<file path="config.mk">
export PLATFORM = sky130hd
export DESIGN_NAME = knn_sqrt
export DESIGN_NICKNAME = d
export VERILOG_FILES = /design/src/rtl/knn_pkg.sv /design/src/rtl/knn_sqrt.sv
export SDC_FILE = /design/constraint.sdc
export NUM_CORES = 1
export LEC_CHECK = 0
export BUFFER_PORTS_ARGS = -buffer_cell sky130_fd_sc_hd__buf_2
export CORE_ASPECT_RATIO = 2
export CORE_MARGIN = 3
export CORE_UTILIZATION = 40
export DETAILED_ROUTE_END_ITERATION = 8
export GPL_TIMING_DRIVEN = 0
export PLACE_DENSITY = 0.65
export SLEW_MARGIN = 40
export SYNTH_ARGS = -nofsm -noshare
export SYNTH_HDL_FRONTEND = slang
export SYNTH_SLANG_ARGS = --single-unit
</file>
<file path="constraint.sdc">
create_clock -name clk -period 19.2 [get_ports clk]
set_input_delay 0.96 -clock clk [delete_from_list [all_inputs] [get_ports clk]]
set_output_delay 0.96 -clock clk [all_outputs]
set_load 0.01 [all_outputs]
</file>
<file path="src/rtl/knn_pkg.sv">
// Shared types and constants for the k-th nearest neighbor distance score unit.
// No dependencies; every other file but knn_ram imports this package.
package knn_pkg;

    localparam int MAX_POINTS   = 64;
    localparam int MAX_DIMS     = 8;
    localparam int FEATURE_BITS = 16;
    localparam int MAX_K        = 16;

    localparam int PT_W    = $clog2(MAX_POINTS);
    localparam int DIM_W   = $clog2(MAX_DIMS);
    localparam int ADDR_W  = PT_W + DIM_W;
    localparam int PC_W    = PT_W + 1;
    localparam int FC_W    = DIM_W + 1;
    localparam int K_W     = $clog2(MAX_K);
    localparam int SQ_W    = 2 * FEATURE_BITS;
    localparam int DIST_W  = SQ_W + DIM_W;
    localparam int SQRT_W  = DIST_W + 1;
    localparam int ROOT_W  = SQRT_W / 2;
    localparam int SQRT_TOP = SQRT_W - 2;
    localparam int KTH_W   = 20;
    localparam int SCORE_W = 16;
    localparam int QUO_W   = SCORE_W + 1;
    localparam int STEP_W  = 5;

    // Set size thresholds that choose the neighbor rank.
    localparam int SMALL_SET = 50;
    localparam int MID_SET   = 200;
    localparam int K_SMALL   = 3;
    localparam int K_MID     = 5;
    localparam int K_LARGE   = 10;

    localparam logic [DIST_W-1:0] DIST_MAX = '1;

    typedef enum logic [1:0] {
        ST_OK      = 2'd0,
        ST_FEW     = 2'd1,
        ST_MANY    = 2'd2,
        ST_UNEQUAL = 2'd3
    } status_t;

    typedef enum logic [3:0] {
        S_LOAD,
        S_CHECK,
        S_ERR,
        S_PAIRS,
        S_DRAIN,
        S_SQRT,
        S_SCORE_RD,
        S_SCORE_CALC,
        S_DIV,
        S_EMIT
    } state_t;

    // Control word broadcast to every sorting cell.
    typedef struct packed {
        logic              ins;
        logic              clr;
        logic [DIST_W-1:0] sq_dist;
    } cell_ctl_t;

endpackage

</file>
<file path="src/rtl/knn_sqrt.sv">
// Iterative integer square root, one result bit per step from two radicand bits, one step a cycle.
// Depends on knn_pkg.
module knn_sqrt import knn_pkg::*; (
    input  logic              clk,
    input  logic              rst_n,
    input  logic              start,
    input  logic [DIST_W-1:0] value,
    output logic              done,
    output logic [ROOT_W-1:0] root
);

    logic [SQRT_W-1:0] v_reg, v_next;
    logic [SQRT_W-1:0] res_reg, res_next;
    logic [SQRT_W-1:0] bit_reg, bit_next;
    logic [STEP_W-1:0] cnt_reg, cnt_next;
    logic              run_reg, run_next;
    logic              done_reg, done_next;
    logic [SQRT_W-1:0] sum;

    // One digit of the root per cycle.
    always_comb
    begin
        sum       = res_reg + bit_reg;
        v_next    = v_reg;
        res_next  = res_reg;
        bit_next  = bit_reg;
        cnt_next  = cnt_reg;
        run_next  = run_reg;
        done_next = 1'b0;
        if (start)
        begin
            v_next   = SQRT_W'(value);
            res_next = '0;
            bit_next = SQRT_W'(1) << SQRT_TOP;
            cnt_next = '0;
            run_next = 1'b1;
        end
        else if (run_reg)
        begin
            if (v_reg >= sum)
            begin
                v_next   = v_reg - sum;
                res_next = (res_reg >> 1) + bit_reg;
            end
            else
            begin
                res_next = res_reg >> 1;
            end
            bit_next = bit_reg >> 2;
            cnt_next = cnt_reg + STEP_W'(1);
            if (cnt_reg == STEP_W'(ROOT_W - 1))
            begin
                run_next  = 1'b0;
                done_next = 1'b1;
            end
        end
    end

    always_ff @(posedge clk or negedge rst_n)
    begin
        if (!rst_n)
        begin
            run_reg  <= 1'b0;
            done_reg <= 1'b0;
            cnt_reg  <= '0;
        end
        else
        begin
            run_reg  <= run_next;
            done_reg <= done_next;
            cnt_reg  <= cnt_next;
        end
    end

    always_ff @(posedge clk)
    begin
        v_reg   <= v_next;
        res_reg <= res_next;
        bit_reg <= bit_next;
    end

    assign done = done_reg;
    assign root = res_reg[ROOT_W-1:0];

endmodule

</file>
==> results.toml <==
[clock_tree]
post-cts-setup-buffers = 0
cts_inserted_buffers = 9
cts-root-buf = "clkbuf_16"
clk_path_buf_depth = 2
cts.sinks = 97
clk_latency_ps = 380
cts_tree = "built"
postCtsHoldBufs = 0
htree_num_levels = 3
post_cts_resized = 0
clk_pin_slew_ps = 70

[logic_synthesis]
yosysUniqueCellTypes = 72
synthesis.instances = 997
synth_warnings = 0
synth_compound_area_frac = 0.262
synth_top_cell_area_share = 0.134
synth_top_family_by_area = "compound AO/OA/AOI/OAI gates"
synth.largest_area_cell = "dfxtp_1"
yosys-mux-area-fraction = 0.0348
synthesis.nets = 1112
synthTopCellsByArea = "dfxtp_1 13%, edfxtp_1 13%, ha_1 12%"
yosysMostFrequentCell = "nand2_1"
synth_xor_area_frac = 0.0833
synth_adder_area_share = 0.118
async_reset_ff_frac = 0.0722
synth-edff-count = 35
yosys-top-cells-count = "110 x nand2_1, 97 x nor2_1, 90 x o21ai_0, 76 x ha_1, 65 x a21oi_1"
synth_area_um2 = 8200
ys_seq_area_frac = 0.284
synth_area_per_cell_um2 = 8.23
synthSimpleGateAreaFrac = 0.163
synth_top_flop_cell = "dfxtp_1"
synth-seq-cells = 97

[drt]
drt-total-wl_um = 25100
vias = 7737
final_antenna_net_count = 0
vias_per_cell = 5.80
drtPass1Iterations = 5
wl_per_cell_um = 18.8
drt-initial-drc-count = 298
wl_met2_um = 13500
routed.top_layer = "met4"
route.met3.wl_um = 803
wl_met1_um = 8780
drc_errors = 0

[placement]
dp_hpwl_um = 19900
io_buffer_count = 56
dpl.cell_count = 1317
finalWeightedCongestion = 0.909
dpl_cell_area_um2 = 8850

[grt]
grt_pass1_wl_um = 40000
grt_usage = 0.230
antenna_found_initial = 0
overflow = 0
grt_max_degree = 20
grt_pass1_vias = 7934

[pwr]
p_per_area_nw_per_um2 = 150
ir_drop_v = 0.0000772
leakagePower_uw = 0.00378

[floorplanning]
start_util = 0.410
chipHeight_um = 209
rows = 73
die_area_um2 = 22400
ioPinCount = 57
die-width_um = 107
coreArea_um2 = 20000

[min_path]
hold_class = "input port to asynchronous set/reset pin"

[layout]
stdcell_area_um2 = 9140
antenna_cells = 0
final_nets = 1181
fin_cells = 1333
finish.utilization = 0.457
syn2layout_area_growth_pct = 11.4
drive_above_1_share = 0.125

[setup_path]
critPathMaxFanout = 19
end_kind = "register"
critPathRequiredTime_ps = 19330
critical_path.startpoint_type = "register"
crit_type = "register to register"
crit_arrival_ps = 6180

[status]
status = "completed"

[timing]
rsz0062_at_grt = "false"
fin_crit_ps = 6050
worst_pin_slew_ps = 812
fmaxAchievable_ghz = 0.165
drv_slew = 0
finalSetupViolations = 0
hold_violations = 0
slew_headroom = 0.458
fin_worst_skew_ps = 12.4
tns_ps = 0
fin_crit_sh = 0.315

[job]
drv_cap = 0
[per-stage QoR]
| stage | total power, uW | setup slack, ps | hold slack (ps) |
|---|---|---|---|
| after global placement | 1170 | 9580 | 522 |
| after floorplan | 951 | 12000 | 478 |
| after global routing | 1480 | 12790 | 410 |
| final | 1370 | 13150 | 400 |
| after detailed placement | 1180 | 13150 | 511 |
| after CTS | 1370 | 13140 | 399 |
[worst max-delay path, cell delays in order (launching register included)]
cell and delay (ps):
dfxtp_1 520, ha_1 330, a31oi_1 300, nor3_1 80, a311o_1 310, a31oi_1 360
o21ai_1 220, a21oi_1 400, nor2_1 90, nor2_1 120, xor2_1 300, ha_1 300
buf_6 140, a21o_1 180, a21o_1 180, a21oi_1 240, o21ai_2 90, o41ai_1 410
a21o_1 230, buf_6 180, buf_6 160, buf_4 230, o21ai_4 140, buf_8 240
[per-layer routing]
metal	vias up	track usage
met5	-	0
met4	0	0.171
met3	102	0.0329
met2	211	0.427
met1	3623	0.222
li1	3801	-
[kinds of logic (layout without fill, tap and decap cells)]
| logic type | Yosys count | after routing |
|---|---|---|
| adders and majority gates | 77 | 77 |
| muxes | 28 | 28 |
| xor gates and xnor gates | 78 | 78 |
| buffers and inverters | 92 | 166 |
| and+or+nand+nor | 297 | 297 |
| DFF | 97 | 97 |
| AOI/OAI and AO/OA | 328 | 328 |
[layout by cell type, fill, tap and decap left out, drive strengths merged, types with 10 or more instances in the layout]
master    n
xor2     34
a211oi   14
edfxtp   35
o21bai   16
nand2   110
nor3     15
o21ai    98
a311oi   17
o21a     10
inv      30
a31oi    29
nand3    14
buf      87
nor2     97
xnor2    44
clkbuf   45
mux2i    24
ha       76
dfxtp    55
a21o     23
nand4    14
a21oi    67
or3      12
[final timing paths]
kind,slack [ps],startpoint,endpoint,depth (start not counted)
worst min-delay path,400,rst_n,done$_DFF_PN0_,1
worst max register to register,13150,res_reg[10]$_SDFFE_PP0P_,v_reg[21]$_DFFE_PP_,23
min in group clk,530,res_reg[0]$_SDFFE_PP0P_,res_reg[0]$_SDFFE_PP0P_,2
worst min register to register,530,res_reg[0]$_SDFFE_PP0P_,res_reg[0]$_SDFFE_PP0P_,2
max in group asynchronous,18650,rst_n,cnt_reg[0]$_DFFE_PN0P_,1
worst max-delay path,13150,res_reg[10]$_SDFFE_PP0P_,v_reg[21]$_DFFE_PP_,23
[final cells by class]
class | count | area [um2]
multi-input combinational | 808 | 5430
clock buffer | 10 | 239
tap | 262 | 328
buffer | 64 | 349
sequential | 97 | 2330
timing repair buffer | 58 | 310
clock inverter | 6 | 50.0
fill | 2018 | 10900
inverter | 28 | 105
[report_power, final]
part           leakage [uW]  switching (uW)  internal, uW
combinational       0.00274             530           331
sequential         0.000895            34.5           292
clock              0.000141            91.3          93.1
(Power assumes the default switching activity.)
