`src/rtl/knn_pkg.sv`:
```
// Shared types and constants for the k-th nearest neighbor distance score unit.
// No dependencies; every other file but knn_ram imports this package.
package knn_pkg;

    localparam int MAX_POINTS   = 64;
    localparam int MAX_DIMS     = 8;
    localparam int FEATURE_BITS = 16;
    localparam int MAX_K        = 16;

    localparam int PT_W    = $clog2(MAX_POINTS);
    localparam int DIM_W   = $clog2(MAX_DIMS);
    localparam int ADDR_W  = PT_W + DIM_W;
    localparam int PC_W    = PT_W + 1;
    localparam int FC_W    = DIM_W + 1;
    localparam int K_W     = $clog2(MAX_K);
    localparam int SQ_W    = 2 * FEATURE_BITS;
    localparam int DIST_W  = SQ_W + DIM_W;
    localparam int SQRT_W  = DIST_W + 1;
    localparam int ROOT_W  = SQRT_W / 2;
    localparam int SQRT_TOP = SQRT_W - 2;
    localparam int KTH_W   = 20;
    localparam int SCORE_W = 16;
    localparam int QUO_W   = SCORE_W + 1;
    localparam int STEP_W  = 5;

    // Set size thresholds that choose the neighbor rank.
    localparam int SMALL_SET = 50;
    localparam int MID_SET   = 200;
    localparam int K_SMALL   = 3;
    localparam int K_MID     = 5;
    localparam int K_LARGE   = 10;

    localparam logic [DIST_W-1:0] DIST_MAX = '1;

    typedef enum logic [1:0] {
        ST_OK      = 2'd0,
        ST_FEW     = 2'd1,
        ST_MANY    = 2'd2,
        ST_UNEQUAL = 2'd3
    } status_t;

    typedef enum logic [3:0] {
        S_LOAD,
        S_CHECK,
        S_ERR,
        S_PAIRS,
        S_DRAIN,
        S_SQRT,
        S_SCORE_RD,
        S_SCORE_CALC,
        S_DIV,
        S_EMIT
    } state_t;

    // Control word broadcast to every sorting cell.
    typedef struct packed {
        logic              ins;
        logic              clr;
        logic [DIST_W-1:0] sq_dist;
    } cell_ctl_t;

endpackage

```
`src/rtl/knn_cell.sv`:
```
// One cell of the sorted insertion chain that keeps the nearest squared distances.
// Depends on knn_pkg.
module knn_cell import knn_pkg::*; (
    input  logic              clk,
    input  cell_ctl_t         ctl,
    input  logic              head,
    input  logic [DIST_W-1:0] left_val,
    output logic [DIST_W-1:0] val
);

    logic [DIST_W-1:0] val_reg;
    logic [DIST_W-1:0] val_next;
    logic [DIST_W-1:0] own;
    logic [DIST_W-1:0] left_eff;

    // A clear makes the chain look empty: every slot holds the largest value.
    always_comb
    begin
        own      = ctl.clr ? DIST_MAX : val_reg;
        left_eff = head ? '0 : (ctl.clr ? DIST_MAX : left_val);
        val_next = val_reg;
        if (ctl.ins)
        begin
            val_next = own;
            if (ctl.sq_dist < own)
            begin
                val_next = (ctl.sq_dist >= left_eff) ? ctl.sq_dist : left_eff;
            end
        end
    end

    always_ff @(posedge clk)
    begin
        val_reg <= val_next;
    end

    assign val = val_reg;

endmodule

```
`config.mk`:
```
export PLATFORM = sky130hd
export DESIGN_NAME = knn_cell
export DESIGN_NICKNAME = d
export VERILOG_FILES = /design/src/rtl/knn_pkg.sv /design/src/rtl/knn_cell.sv
export SDC_FILE = /design/constraint.sdc
export NUM_CORES = 1
export LEC_CHECK = 0
export BUFFER_PORTS_ARGS = -buffer_cell sky130_fd_sc_hd__buf_2
export CAP_MARGIN = 20
export CORE_ASPECT_RATIO = 1.1
export CORE_MARGIN = 2
export CORE_UTILIZATION = 30
export DETAILED_ROUTE_END_ITERATION = 8
export MAX_ROUTING_LAYER = met4
export SLEW_MARGIN = 30
export SYNTH_ARGS = -nofsm -noshare
export SYNTH_HDL_FRONTEND = slang
export SYNTH_SLANG_ARGS = --single-unit
```
`constraint.sdc`:
```
create_clock -name clk -period 10.3 [get_ports clk]
set_input_delay 3.09 -clock clk [delete_from_list [all_inputs] [get_ports clk]]
set_output_delay 3.09 -clock clk [all_outputs]
set_load 0.03 [all_outputs]
```
==> flow_results.org <==
** Min path
- The worst hold path belongs to the class flop to flop.

** Clock tree
- Clock tree from TritonCTS :: built
- Buffers inserted during clock tree synthesis total 5.
- For this design, the sink count on the clock tree is 35.
- In this run, post-CTS hold repair placed 0 buffers.
- Number of levels in the clock H-tree :: 2
- Skew-Pair Late Insertion Delay :: between 0.2 and 0.3 ns
- The longest clock path from root to sink contains 2 buffers.
- The number of gates resized after CTS was 0.
- The number of setup buffers added after CTS is 0.
- The tree is rooted in a sky130_fd_sc_hd__clkbuf_16.
- Clock-pin slew was measured on the worst setup and hold paths at around 0.060 ns.

** Routing
- The first detailed-routing pass took 4 iterations.
- DRC viols :: 0
- Post-detailed-route via-to-cell ratio :: around 5.0
- Remaining antenna violation count after routing :: 0
- In the final routed layout, each cell accounts on average for 16.1 µm.
- After detailed routing, the total wire length is between 10000 and 15000 µm.
- The first routing iteration left between 200 and 300 violations.
- Summing over every cut layer, the via total after detailed routing is a little over 4000.

** Timing
- Max Fclk :: around 150 MHz
- Worst setup slack after layout :: roughly 3.7 ns
- The final critical path takes up 64.2% of the cycle.
- The number of hold violations in the final report came to 0.
- Clock Skew :: between 0.003 and 0.004 ns
- Relative max-transition margin :: approximately 38%
- Final hold slack :: approximately 0.64 ns
- Final count of negative-setup-slack endpoints :: 0
- Setup repair after global routing left no endpoint under its margin.
- Final setup TNS :: 0 ns
- Min Clock Period, post-route :: between 6 and 7 ns
- Pin slew with the least headroom to its limit :: approximately 0.93 ns
- The final max-slew violation count is 0.

** Place
- Timing analysis after detailed placement gives a worst setup slack of between 3 and 4 ns.
- Placer congestion estimate :: 0.829
- Placed cells :: slightly below 800
- Port buffering added ~110 buffers.
- Post-place instance area :: between 0.005 and 0.006 mm²
- Once detailed placement completed, the half-perimeter wirelength came to 9750 µm.

** Cells and area
- Fraction of layout cells with a size suffix above 1 :: ~23%
- Area grow syn2layout :: 18.1%
- Number of flip-flops in the largest register :: 35
- The repair_antennas step left the layout with diodes totalling 0.
- Counting the fill cells in the layout gives roughly 1500.
- Final Instance Area :: 0.00525 mm²
- The finished layout holds ~800 standard cells, fillers aside.
- The net count of the finished layout is roughly 750.
- Core utilization of the finished layout :: 36.4%

** Job
- Across the run, the number of max-cap violations was 0.

** Synth
- In the synthesized netlist, the number of instances is 521.
- Yosys top cell by area :: sky130_fd_sc_hd__edfxtp_1
- Among all flip-flop cells after synthesis, the most frequent one is sky130_fd_sc_hd__edfxtp_1.
- Post-synthesis average cell area :: ~8.5 µm²
- Count of unique library cells instantiated by Yosys :: 35
- The commonest cells after synthesis are 113 x sky130_fd_sc_hd__nor2_1, 69 x sky130_fd_sc_hd__and2_1, 69 x sky130_fd_sc_hd__ha_1, 36 x sky130_fd_sc_hd__inv_1, 35 x sky130_fd_sc_hd__edfxtp_1.
- The synthesized design contains 35 enable-type register cells.
- After synthesis, the cell types taking the most area are sky130_fd_sc_hd__edfxtp_1 24%, sky130_fd_sc_hd__ha_1 19%, sky130_fd_sc_hd__and2_1 9.7%.
- Most frequent cell after synthesis :: sky130_fd_sc_hd__nor2_1
- Counting flops with an async set or reset pin after synthesis yields a share of 0%.
- Area share of the largest cell type after synthesis :: 23.6%
- After synthesis, flip-flops and latches occupy around a quarter of the total area.
- After synthesis the netlist holds a flip-flop and latch count of 35.
- For this run, the number of Yosys warnings is 0.
- Synthesized netlist net count :: about 660
- Post-Syn Area :: roughly 0.0044 mm²

** Setup path
- The number of cells on the worst reg-to-reg path is 9.
- Counting buffers and inverters, the worst setup path is 14 cells deep.
- Data on the critical path is required at its endpoint by 10.42 ns.
- In this design, the largest share of critical-path delay is due to compound AO/OA/AOI/OAI gates.
- In this run the critical register-to-register path is launched from val[32].
- In this run the critical register-to-register path is captured at val[0].
- Data arrival time of the worst path :: 6.73 ns
- Startpoint Class :: input port
- Category of the most critical setup path :: input port to flop
- The slowest stage of the critical path is the sky130_fd_sc_hd__o31ai_4 cell.
- On the worst path, the slowest cell contributes a delay of ~0.71 ns.
- Setup slack on the worst reg-to-reg path comes out at around 7.3 ns.
- CP bufs+invs :: 4
- In this run the worst setup path begins at ctl[35].
- Kind of capture point of the worst setup path :: flop
- CP Max Fanout :: 70
- Worst setup path end :: val[16]
- Cell breakdown of the critical path :: buf_2 -> buf_4 -> nor2_1 -> nor2_1 -> inv_1 -> ha_1 -> a21oi_1 -> o21ai_0 -> a221oi_2 -> nand2_2 -> o31ai_4 -> buf_4 -> a221oi_1 -> mux2i_1

** Power
- Max IR drop VDD :: around 63 µV
- Summed over all cells, the static leakage comes to about 2.5 nW.
- Post-layout power :: between 600 and 700 µW
- Total power per unit cell area :: 120 mW/mm²

** Global routing
- The initial antenna violation count was 0.
- The first global-routing pass estimated ~21000 µm of wire.
- Grt ovf :: 0
- Entering global routing, the biggest net connects 71 pins.
- In the global route stage, overall resource usage came out at 16.6%.
- Vias in the first global route :: between 4000 and 5000

** Status
- Run status :: completed

** Floorplan
- During I/O placement, the number of pins put on the boundary was about 110.
- For this configuration, the core starts out at a cell density of 30.8%.
- The floorplan step defined a core boundary enclosing approximately 0.014 mm².
- Number of placement rows :: 46
- Area of the die :: between 0.015 and 0.02 mm²
- The floorplan step set the die height to ~130 µm.
- Width of the die :: approximately 120 µm
==> worst reg2reg max path, stage by stage (launching register included) <==
cell and delay, ns:
sky130_fd_sc_hd__edfxtp_1 0.39, sky130_fd_sc_hd__nor2_1 0.17, sky130_fd_sc_hd__ha_1 0.28, sky130_fd_sc_hd__a21o_1 0.17, sky130_fd_sc_hd__a21o_1 0.17, sky130_fd_sc_hd__a21oi_1 0.21, sky130_fd_sc_hd__o21ai_0 0.17, sky130_fd_sc_hd__a21oi_1 0.31
sky130_fd_sc_hd__nand2_4 0.46, sky130_fd_sc_hd__mux2_2 0.43
==> cell type report <==
cell class              count  area, µm²  area share, %
flip-flops and latches     35       1050           20.0
clock buffers               5        125           2.38
multi-input cells         422       3110           59.3
well taps                 192        240           4.57
clock inverters             3       15.0          0.286
inverters                  36        135           2.57
repair buffers            111        571           10.9
==> layout by cell type, fill, tap and decap left out, types with 2 or more instances in the layout <==
master                        n
sky130_fd_sc_hd__a21o_1      15
sky130_fd_sc_hd__a21oi_1     24
sky130_fd_sc_hd__a221oi_1    22
sky130_fd_sc_hd__a221oi_2    14
sky130_fd_sc_hd__and2_1      69
sky130_fd_sc_hd__and4_1       6
sky130_fd_sc_hd__buf_2      108
sky130_fd_sc_hd__buf_4        2
sky130_fd_sc_hd__clkbuf_16    5
sky130_fd_sc_hd__clkinv_1     2
sky130_fd_sc_hd__edfxtp_1    35
sky130_fd_sc_hd__ha_1        69
sky130_fd_sc_hd__inv_1       36
sky130_fd_sc_hd__mux2i_1     34
sky130_fd_sc_hd__nand2_1     14
sky130_fd_sc_hd__nand3_1      4
sky130_fd_sc_hd__nand4_1      7
sky130_fd_sc_hd__nor2_1     113
sky130_fd_sc_hd__o21ai_0     13
sky130_fd_sc_hd__o21ai_1      2
sky130_fd_sc_hd__or2_2        2
==> worst min-delay path by stage <==
stage / start / to / slack (ns) / cells past startpoint
3_3_place_gp: val[24] / val[24] / 0.62 / 2
5_1_grt: val[12] / val[12] / 0.67 / 2
2_1_floorplan: val[10] / val[10] / 0.83 / 2
3_5_place_dp: val[25] / val[25] / 0.62 / 2
6_report: val[20] / val[20] / 0.64 / 2
4_1_cts: val[25] / val[25] / 0.64 / 2
==> cells by family (layout without fill, tap and decap cells) <==
group	count (synthesis)	in the layout	share of synthesized area, %
mux	35	35	7.91
compound gates	97	97	18.1
flops	35	35	23.6
simple gates	221	221	24.4
buf+inv	64	155	6.61
fa+ha+maj	69	69	19.4
==> per-layer routing <==
metal / vias up / wire length [µm] / share of wire [%] / GRT usage, %
met2: 108 / 6290 / 49 / 28.6
li1: 2044 / - / - / -
met3: 5 / 662 / 5.1 / 1.82
met4: 0 / 68 / 0.52 / 2.61
met5: - / 0 / 0 / -
met1: 1899 / 5940 / 46 / 21.3
==> where the power goes <==
group	total (mW)	internal (mW)	switching, mW
combinational	0.275	0.106	0.170
sequential	0.198	0.187	0.0111
clock	0.155	0.0883	0.0667
total	0.628	0.381	0.247
(Power assumes the default switching activity.)
