$ cat config.mk
export PLATFORM = sky130hd
export DESIGN_NAME = knn_div
export DESIGN_NICKNAME = d
export VERILOG_FILES = /design/src/rtl/knn_pkg.sv /design/src/rtl/knn_div.sv
export SDC_FILE = /design/constraint.sdc
export NUM_CORES = 1
export LEC_CHECK = 0
export BUFFER_PORTS_ARGS = -buffer_cell sky130_fd_sc_hd__buf_2
export CAP_MARGIN = 20
export CORE_MARGIN = 1
export CORE_UTILIZATION = 52
export DETAILED_ROUTE_END_ITERATION = 10
export PLACE_DENSITY = 0.77
export SLEW_MARGIN = 20
export SYNTH_ARGS = -nofsm -noshare
export SYNTH_HDL_FRONTEND = slang
export SYNTH_SLANG_ARGS = --single-unit
$ cat constraint.sdc
create_clock -name clk -period 3.9 [get_ports clk]
set_input_delay 0.195 -clock clk [delete_from_list [all_inputs] [get_ports clk]]
set_output_delay 0.195 -clock clk [all_outputs]
set_load 0.05 [all_outputs]
$ cat src/rtl/knn_pkg.sv
// Shared types and constants for the k-th nearest neighbor distance score unit.
// No dependencies; every other file but knn_ram imports this package.
package knn_pkg;

    localparam int MAX_POINTS   = 64;
    localparam int MAX_DIMS     = 8;
    localparam int FEATURE_BITS = 16;
    localparam int MAX_K        = 16;

    localparam int PT_W    = $clog2(MAX_POINTS);
    localparam int DIM_W   = $clog2(MAX_DIMS);
    localparam int ADDR_W  = PT_W + DIM_W;
    localparam int PC_W    = PT_W + 1;
    localparam int FC_W    = DIM_W + 1;
    localparam int K_W     = $clog2(MAX_K);
    localparam int SQ_W    = 2 * FEATURE_BITS;
    localparam int DIST_W  = SQ_W + DIM_W;
    localparam int SQRT_W  = DIST_W + 1;
    localparam int ROOT_W  = SQRT_W / 2;
    localparam int SQRT_TOP = SQRT_W - 2;
    localparam int KTH_W   = 20;
    localparam int SCORE_W = 16;
    localparam int QUO_W   = SCORE_W + 1;
    localparam int STEP_W  = 5;

    // Set size thresholds that choose the neighbor rank.
    localparam int SMALL_SET = 50;
    localparam int MID_SET   = 200;
    localparam int K_SMALL   = 3;
    localparam int K_MID     = 5;
    localparam int K_LARGE   = 10;

    localparam logic [DIST_W-1:0] DIST_MAX = '1;

    typedef enum logic [1:0] {
        ST_OK      = 2'd0,
        ST_FEW     = 2'd1,
        ST_MANY    = 2'd2,
        ST_UNEQUAL = 2'd3
    } status_t;

    typedef enum logic [3:0] {
        S_LOAD,
        S_CHECK,
        S_ERR,
        S_PAIRS,
        S_DRAIN,
        S_SQRT,
        S_SCORE_RD,
        S_SCORE_CALC,
        S_DIV,
        S_EMIT
    } state_t;

    // Control word broadcast to every sorting cell.
    typedef struct packed {
        logic              ins;
        logic              clr;
        logic [DIST_W-1:0] sq_dist;
    } cell_ctl_t;

endpackage

$ cat src/rtl/knn_div.sv
// Restoring divider for the score: (num * 2^16) / den, one quotient bit a cycle.
// Depends on knn_pkg.
module knn_div import knn_pkg::*; (
    input  logic             clk,
    input  logic             rst_n,
    input  logic             start,
    input  logic [KTH_W-1:0] num,
    input  logic [KTH_W-1:0] den,
    output logic             done,
    output logic [QUO_W-1:0] quo
);

    logic [KTH_W:0]    rem_reg, rem_next;
    logic [KTH_W-1:0]  den_reg, den_next;
    logic [QUO_W-1:0]  q_reg, q_next;
    logic [STEP_W-1:0] cnt_reg, cnt_next;
    logic              run_reg, run_next;
    logic              done_reg, done_next;
    logic [KTH_W:0]    trial;
    logic              ge;

    // The first step compares without a shift; the remaining ones shift in a zero.
    always_comb
    begin
        trial     = (cnt_reg == '0) ? rem_reg : {rem_reg[KTH_W-1:0], 1'b0};
        ge        = trial >= {1'b0, den_reg};
        rem_next  = rem_reg;
        den_next  = den_reg;
        q_next    = q_reg;
        cnt_next  = cnt_reg;
        run_next  = run_reg;
        done_next = 1'b0;
        if (start)
        begin
            rem_next = {1'b0, num};
            den_next = den;
            q_next   = '0;
            cnt_next = '0;
            run_next = 1'b1;
        end
        else if (run_reg)
        begin
            rem_next = ge ? (trial - {1'b0, den_reg}) : trial;
            q_next   = {q_reg[QUO_W-2:0], ge};
            cnt_next = cnt_reg + STEP_W'(1);
            if (cnt_reg == STEP_W'(QUO_W - 1))
            begin
                run_next  = 1'b0;
                done_next = 1'b1;
            end
        end
    end

    always_ff @(posedge clk or negedge rst_n)
    begin
        if (!rst_n)
        begin
            run_reg  <= 1'b0;
            done_reg <= 1'b0;
            cnt_reg  <= '0;
        end
        else
        begin
            run_reg  <= run_next;
            done_reg <= done_next;
            cnt_reg  <= cnt_next;
        end
    end

    always_ff @(posedge clk)
    begin
        rem_reg <= rem_next;
        den_reg <= den_next;
        q_reg   <= q_next;
    end

    assign done = done_reg;
    assign quo  = q_reg;

endmodule

==> flow_summary.ini, run 1 <==
[status]
outcome = finished, final reports clean

[cts]
clockBufferDepth = 2
cts.htree.levels = 3
clock_latency_ps = 350
cts_buffers = 9
clock-sinks = 65
cts_tree = yes
path_clk_slew_ps = 70
root_buffer = clkbuf_8

[power]
powerDensity_nw_per_um2 = 756.9
leakagePower_nw = 2.214
max-vdd-ir-drop_mv = 0.3764

[drt]
drtAntennaViolNets = 0
wl_per_cell_um = 15.08
drc = 0
first_pass_iters = 4
drt_iter0_markers = 141
vias_per_cell = 5.516
num_vias = 3166
routed_wirelength_um = 8655

[yosys]
syn_inst = 396
yosysSeqAreaShare = 0.4384
syn_nets = 462
yosys_register_bits = 65
yosysTopAreaCellShare = 0.3032
yosysMostFrequentCell = nor2_1
synth.cell_area_um2 = 3961
synth_cell_types = 53
synthTopCellsByArea = edfxtp_1 (30%), dfxtp_1 (9.1%), ha_1 (6.9%), mux2_2 (5.4%), mux2i_1 (5.3%)
synth_area_per_cell_um2 = 10.00
synth_edf_count = 40
synth_top_area_cell = edfxtp_1
synth_ff_type = edfxtp_1
yosysWarnings = 0
synth_commonest_cells = nor2_1 (42), edfxtp_1 (40), nand2_1 (35)
async_reset_ff_frac = 0.1077

[placement]
hpwl_um = 6108
port_buffers = 60
dpl_cell_area_um2 = 4408
dp.cells = 547
gp_congestion = 0.9134

[setup_path]
worstSetupStartpoint = cnt_reg[0]
critPathKind = flip-flop to flip-flop
crit_path_end_kind = flip-flop
worstPathArrival_ps = 3830
worst-path-buf-inv = 3
worstPathRequired_ps = 4000
max_stage_delay_ps = 420
crit_chain = inv_1, ha_1, nor4b_4, buf_12, mux2_2, ha_1, a211oi_2, o21bai_1, o31a_1, a2111oi_4, o21ai_2, buf_6, mux2i_1, mux2_2
worstSetupStartpointType = flip-flop
crit_path_top_delay_cell = dfrtp_1
critPathTopFamily = compound AO/OA/AOI/OAI gates
r2r-start = cnt_reg[0]
r2r_setup_slack_ps = 170
cp_max_fo = 18
regToRegEndpoint = rem_reg[0]
rr_worst_depth = 14

[timing]
min_period_over_period = 0.9563
timing.slew.headroom = 0.3247
maxSlewViolCount = 0
hold_viol_final = 0
fin_crit_ps = 3730
max_clock_freq_ghz = 0.2681
worst_pin_slew_ps = 1012
worst_hold_slack_ps = 18.53
clock-skew-final_ps = 7.240
setup_violations = 0

[global_routing]
antenna_found_initial = 0
grt_pass1_vias = 3031
grt_pass1_wl_um = 13680
groute.usage.overall = 0.2290
overflow = 0
grt_max_degree = 61

[final_layout]
area_growth_pct = 20.21
n_antenna_cell = 0
final_core_util = 0.6531
seqCellArea_um2 = 1737
fill_cells = 638
layout.cells.non_filler = 574
fin_area_um2 = 4762
multi_input_area_um2 = 2107
largest_reg_flops = 21
drive_gt1_frac = 0.2526
finalNetCount = 536

[min_path]
min_to = den_reg[16]
whs_path_depth = 1
hold_class = input pin to flip-flop
min_from = den[16]

[die]
core_um2 = 7292
start_util = 0.5432
die_y_um = 89.28
die_w_um = 89.28
rows = 31
dieArea_um2 = 7971
io_pins = 61

[job]
cap_violations = 0
==> power by group <==
part           leakage, nW  internal (W)  switching [W]
clock network       0.0960      0.000283       0.000257
logic                 1.47      0.000975        0.00109
registers            0.645      0.000917      0.0000847
==> final cells by class <==
type                    instances  area share
well taps                      99     0.02601
repair buffers                 80      0.1077
flip-flops and latches         65      0.3647
inverters                      26     0.02049
clock buffers                  13     0.03573
multi-input cells             288      0.4425
clock inverters                 3    0.002890
==> how the worst max path moves through the flow <==
stage / end / cells after the start
CTS: rem_reg[0] / 14
global placement: rem_reg[0] / 14
floorplan: rem_reg[15] / 15
global route: rem_reg[0] / 14
detailed placement: rem_reg[0] / 14
finish: rem_reg[0] / 14
==> cells in the final DEF, fill, tap and decap left out, types with 5 or more instances in the layout <==
master	synthesis	routed
nand3_1	7	7
ha_1	22	18
buf_2	1	60
o21ai_0	7	7
a21oi_1	19	18
o211ai_1	6	6
nand2_1	35	35
a221o_1	5	5
clkbuf_8	0	10
a21o_1	6	6
dlygate4sd3_1	0	5
dfrtp_1	7	7
mux2_2	19	19
nor2_1	42	42
edfxtp_1	40	40
mux2i_1	21	21
xor2_1	7	7
xnor2_1	12	12
nand2b_1	14	14
a31oi_1	7	7
dfxtp_1	18	18
inv_1	26	26
buf_4	0	10
==> cells by family after synthesis <==
| logic type | share of synthesized area |
|---|---|
| simple gates | 0.1481 |
| flops | 0.4384 |
| fa+ha+maj | 0.07454 |
| xor+xnor | 0.04201 |
| mux | 0.1099 |
| compound gates | 0.1456 |
| buf+inv | 0.04138 |
==> metal layers <==
metal	wire length (µm)	GRT usage	vias to the layer above
met5	0	0	-
met2	3998	0.3831	77
met3	391	0.05355	17
met4	174	0.09235	0
li1	-	-	1585
met1	4092	0.2864	1487
==> what timing repair did <==
action                     CTS  global route
setup endpoints to repair    0             8
hold buffers                 4             1
hold endpoints to repair    10             1
setup buffers                0             5
resized for setup            0            11
==> worst reg2reg max path: stages, from the launching register on <==
cell	delay, ps
dfrtp_1	420
inv_1	70
ha_1	170
nor4b_4	270
buf_12	190
mux2_2	350
ha_1	310
a211oi_2	230
o21bai_1	130
o31a_1	300
a2111oi_4	360
o21ai_2	140
buf_6	180
mux2i_1	120
mux2_2	250
==> per-stage QoR <==
step	power [W]	TNS (ps)	setup slack, ps
floorplan	0.002468	0	3.793
global placement	0.002857	0	228.8
detailed placement	0.002904	0	116.7
CTS	0.003458	0	106.0
global route	0.003877	-95.47	-28.26
finish	0.003605	0	170.4
No activity file was read; power rests on OpenSTA's default activity.
==> inputs of run 2 (changes only) <==
--- a/config.mk
+++ b/config.mk
@@ -8,9 +8,9 @@
 export BUFFER_PORTS_ARGS = -buffer_cell sky130_fd_sc_hd__buf_2
 export CAP_MARGIN = 20
 export CORE_MARGIN = 1
-export CORE_UTILIZATION = 52
+export CORE_UTILIZATION = 60
 export DETAILED_ROUTE_END_ITERATION = 10
-export PLACE_DENSITY = 0.77
+export PLACE_DENSITY = 0.84
 export SLEW_MARGIN = 20
 export SYNTH_ARGS = -nofsm -noshare
 export SYNTH_HDL_FRONTEND = slang
==> constraint.sdc (replaced) <==
create_clock -name clk -period 4.7 [get_ports clk]
set_input_delay 0.235 -clock clk [delete_from_list [all_inputs] [get_ports clk]]
set_output_delay 0.235 -clock clk [all_outputs]
set_load 0.05 [all_outputs]
==> run 2 against run 1 <==
Final cell count decreased by 6.3%. Final area fell by 4.5%. Largest power group unchanged. Clock skew grew 3.3 ps. Clock power shrank 13%. First-iteration DRC count is 36% higher. Largest cell class unchanged. Via count is 0.22% lower. Sequential share of layout area is 1.7 points higher. Total power shrank 21%. Routed wire length shrank 2.0%. Worst setup slack gained 170 ps.
==> flow_summary.ini, run 2 (synthesized netlist as in run 1, its figures left out) <==
[status]
outcome = finished, final reports clean

[drt]
drc = 0
drtAntennaViolNets = 0
vias_per_cell = 5.872
first_pass_iters = 4
wl_per_cell_um = 15.76
num_vias = 3159
drt_iter0_markers = 192
routed_wirelength_um = 8480

[placement]
port_buffers = 60
gp_congestion = 0.8943
dp.cells = 521
hpwl_um = 6153

[setup_path]
crit_path_top_delay_cell = o21ai_2
worstPathRequired_ps = 4810
worstPathArrival_ps = 4470
path_depth = 14
critPathKind = flip-flop to flip-flop
worst-path-buf-inv = 3
critPathTopFamily = compound AO/OA/AOI/OAI gates
max_stage_delay_ps = 810
crit_chain = inv_1, ha_1, nor4b_4, buf_4, mux2_2, ha_1, nand3_1, a21oi_1, o31a_1, o21ai_1, o21ai_2, buf_4, o31ai_1, a31o_1
rr_worst_depth = 14
worstSetupStartpointType = flip-flop
cp_max_fo = 26
crit_path_end_kind = flip-flop

[global_routing]
grt_max_degree = 43
grt_use_met1 = 0.3357
groute.usage.overall = 0.2553
busiest_layer = met2
grt_pass1_vias = 3063
antenna_found_initial = 0
grt_util_met3 = 0.05865
grt_pass1_wl_um = 14000
grtUsageMet2 = 0.4001
overflow = 0

[die]
start_util = 0.6238
die_y_um = 83.26
dieArea_um2 = 6931
rows = 29
core_um2 = 6350
die_w_um = 83.26
io_pins = 61

[cts]
root_buffer = clkbuf_8
ctsResizeCount = 0
holdBufCountCts = 1
cts_buffers = 9
path_clk_slew_ps = 80
cts_tree = yes
cts_setup_buffers = 0
clockBufferDepth = 2
cts.htree.levels = 3
clock-sinks = 65
clock_latency_ps = 350

[power]
combPwrFrac = 0.544
powerDensity_nw_per_um2 = 628.8
leakagePower_nw = 2.140
clkPwrFrac = 0.165
max-vdd-ir-drop_mv = 0.4208
pwr-share-seq = 0.292
swShare = 0.4095
internal_power_w = 0.001688
switchingPower_w = 0.001170

[timing]
fin_tns_setup_ps = 0
min_period_over_period = 0.9277
rsz0062_at_grt = false
fin_crit_ps = 4360
clock-skew-final_ps = 10.54
max_clock_freq_ghz = 0.2293
timing.slew.headroom = 0.3392
worst_pin_slew_ps = 991.0
setup_violations = 0
maxSlewViolCount = 0
hold_viol_final = 0

[final_layout]
mostFrequentLayoutCell = buf_2
area_growth_pct = 14.75
multi_input_area_um2 = 2069
mostFrequentLayoutCells = buf_2 (60), nor2_1 (42), edfxtp_1 (40), nand2_1 (35), inv_1 (26)
drive_gt1_frac = 0.2278
fill_cells = 472
final_core_util = 0.7159
layout.cells.non_filler = 538
n_antenna_cell = 0
seqCellArea_um2 = 1737
largest_reg_flops = 21
finalNetCount = 522

[min_path]
whs_path_depth = 1
hold_class = input pin to flip-flop

[job]
cap_violations = 0
==> run 2: changes by cell type in the layout (fill, tap and decap cells not counted), sizes merged <==
cell	previous run	this run
buf	74	65
clkbuf	14	11
dlygate4sd3	5	1
inv	26	28
==> run 2: layout make-up <==
class | instances | share of cell area
Clock buffer | 11 | 0.03578
Clock inverter | 5 | 0.007707
Inverter | 26 | 0.02147
Sequential cell | 65 | 0.3821
Timing Repair Buffer | 66 | 0.07652
Tap cell | 77 | 0.02119
Multi-Input combinational cell | 288 | 0.4553
==> run 2: layer usage <==
metal,wire (µm),share of wire
met3,479,0.056
met1,3920,0.46
met5,0,0
met4,213,0.025
met2,3867,0.46
==> run 2: power groups by stage <==
stage | Combinational [W] | Sequential [W] | Clock [W]
floorplan | 0.00121 | 0.000836 | 0
global placement | 0.00149 | 0.000836 | 0
detailed placement | 0.00153 | 0.000843 | 0
CTS | 0.00154 | 0.000831 | 0.000480
global route | 0.00171 | 0.000844 | 0.000499
finish | 0.00155 | 0.000833 | 0.000470
==> run 2: through the flow <==
stage                     hold slack [ps]  setup slack, ps  area [µm²]  total power, W
after floorplan                    -60.59            803.8        3961        0.002048
final                               52.07            339.6        4546        0.002858
after detailed placement            76.15            431.6        4338        0.002372
after CTS                           37.54            376.4        4546        0.002851
after global routing                39.40            9.637        4546        0.003057
after global placement              71.84            620.1        4338        0.002323
==> run 2: worst paths after layout <==
kind / from / slack (ps) / to
max in group asynchronous: rst_n / 4320 / run_reg
min in group asynchronous: rst_n / 230 / cnt_reg[4]
setup / recovery: cnt_reg[0] / 340 / rem_reg[9]
hold / removal: den[4] / 50 / den_reg[4]
hold reg to reg: rem_reg[20] / 500 / rem_reg[20]
setup reg to reg: cnt_reg[0] / 340 / rem_reg[9]
==> inputs of run 3 (changes only) <==
--- a/config.mk
+++ b/config.mk
@@ -7,10 +7,12 @@
 export LEC_CHECK = 0
 export BUFFER_PORTS_ARGS = -buffer_cell sky130_fd_sc_hd__buf_2
 export CAP_MARGIN = 20
+export CELL_PAD_IN_SITES_DETAIL_PLACEMENT = 2
+export CELL_PAD_IN_SITES_GLOBAL_PLACEMENT = 2
 export CORE_MARGIN = 1
-export CORE_UTILIZATION = 60
+export CORE_UTILIZATION = 39
 export DETAILED_ROUTE_END_ITERATION = 10
-export PLACE_DENSITY = 0.84
+export PLACE_DENSITY_LB_ADDON = 0.1
 export SLEW_MARGIN = 20
 export SYNTH_ARGS = -nofsm -noshare
 export SYNTH_HDL_FRONTEND = slang
==> run 3 against run 2 <==
Total power rose by 6.2%. Sequential power fell by 0.5%. Core utilization fell by 24 points. Final cell count rose by 11%. Critical path depth did not move. Fmax rose by 3.4%. Highest routed layer unchanged. Final area rose by 2.9%. Clock power rose by 24%. Sequential share of layout area fell by 1.1 points. Die area rose by 52%. Register-to-register slack improved by 140 ps.
==> flow_summary.ini, run 3 (synthesized netlist as in run 1, its figures left out) <==
[timing]
hold_viol_final = 0
fin_ws_ps = 483.9
clock-skew-final_ps = 7.039
maxSlewViolCount = 0
worst_pin_slew_ps = 671.6
timing.slew.headroom = 0.5523
setup_violations = 0
rsz0062_at_grt = false
min_period_over_period = 0.8971
max_clock_freq_ghz = 0.2372
fin_crit_ps = 4216
fin_tns_setup_ps = 0

[die]
core_um2 = 9819
io_pins = 61
rows = 36
die_w_um = 102.8
die_y_um = 102.8
dieArea_um2 = 10560
start_util = 0.4034

[power]
leakagePower_nw = 2.167
max-vdd-ir-drop_mv = 0.2293
powerDensity_nw_per_um2 = 648.7
p_total_w = 0.003034

[drt]
drt_iter0_markers = 73
drc = 0
routed_wirelength_um = 10620
wl_per_cell_um = 17.85
first_pass_iters = 4
num_vias = 3172
drtAntennaViolNets = 0
vias_per_cell = 5.331

[min_path]
hold_class = input pin to flip-flop

[final_layout]
finalNetCount = 523
mostFrequentLayoutCells = buf_2 (60), nor2_1 (42), edfxtp_1 (40), nand2_1 (35), inv_1 (26)
drive_gt1_frac = 0.2294
largest_reg_flops = 21
mostFrequentLayoutCell = buf_2
layout.cells.non_filler = 595
n_antenna_cell = 0
area_growth_pct = 18.07
fin_area_um2 = 4677

[global_routing]
antenna_found_initial = 0
groute.usage.overall = 0.2221
overflow = 0
grt_max_degree = 61
grt_pass1_wl_um = 17750
grt_pass1_vias = 3599

[setup_path]
critPathKind = flip-flop to flip-flop
worstPathRequired_ps = 4810
cp_max_fo = 35
worstSetupStartpointType = flip-flop
worstPathArrival_ps = 4330
crit_path_end_kind = flip-flop

[placement]
port_buffers = 60
dpl_cell_area_um2 = 4415
post-place-ws_ps = 489.4
hpwl_um = 7778
dp.cells = 578
gp_congestion = 0.8299

[cts]
clock-sinks = 65
cts_buffers = 9
root_buffer = clkbuf_8
clock_latency_ps = 360
cts_setup_buffers = 0
cts_tree = yes
ctsResizeCount = 0
clockBufferDepth = 2
cts.htree.levels = 3
path_clk_slew_ps = 80

[status]
outcome = finished, final reports clean

[job]
cap_violations = 0
-- run 3: final timing paths --
| check | from | end | slack [ps] | cells after the start |
|---|---|---|---|---|
| min in group asynchronous | rst_n | cnt_reg[2] | 240 | 2 |
| setup / recovery | cnt_reg[0] | rem_reg[17] | 480 | 14 |
| hold / removal | den[5] | den_reg[5] | 40 | 1 |
| max in group asynchronous | rst_n | cnt_reg[4] | 4290 | 2 |
| hold reg to reg | rem_reg[20] | rem_reg[20] | 500 | 2 |
| setup reg to reg | cnt_reg[0] | rem_reg[17] | 480 | 14 |
-- run 3: timing repair --
| item | CTS | global route |
|---|---|---|
| setup endpoints to repair | 0 | 0 |
| hold buffers | 1 | 0 |
| endpoints found under the hold margin | 7 | 0 |
-- run 3: worst max-delay path, cell delays in order, from the launching register on --
cell       delay [ps]
dfrtp_1           440
inv_1              80
ha_1              170
nor4b_4           180
buf_4             290
mux2_2            380
ha_1              390
a211oi_1          270
o21bai_1          130
o31a_1            300
a2111oi_4         360
o21ai_2            80
buf_4             260
and2_1            280
a221o_1           330
-- run 3: where the power goes --
part	leakage, nW	switching (W)	internal, W
combinational	1.39	0.000928	0.000692
clock	0.128	0.000243	0.000343
sequential	0.645	0.0000690	0.000760
total	2.17	0.00124	0.00179
-- run 3: through the flow --
step                        util  hold slack (ps)
final                     0.4763            42.40
after global placement    0.4497            78.58
after detailed placement  0.4497            90.88
after global routing      0.4763            24.11
after CTS                 0.4763            29.54
after floorplan                -           -60.59
-- run 3: layout make-up --
| cell class | instances | area, µm² |
|---|---|---|
| Clock buffer | 12 | 198.9 |
| Clock inverter | 4 | 52.55 |
| Fill cell | 1099 | 5142 |
| Inverter | 26 | 97.59 |
| Multi-Input combinational cell | 288 | 2069 |
| Sequential cell | 65 | 1737 |
| Tap cell | 133 | 166.4 |
| Timing Repair Buffer | 67 | 355.3 |
-- run 3: metal layers --
layer,vias up,global-route usage,wire length (µm)
met5,-,0,0
met4,0,0.08126,199
met3,17,0.03729,291
met2,56,0.3815,5137
met1,1548,0.2808,4995
li1,1551,-,-
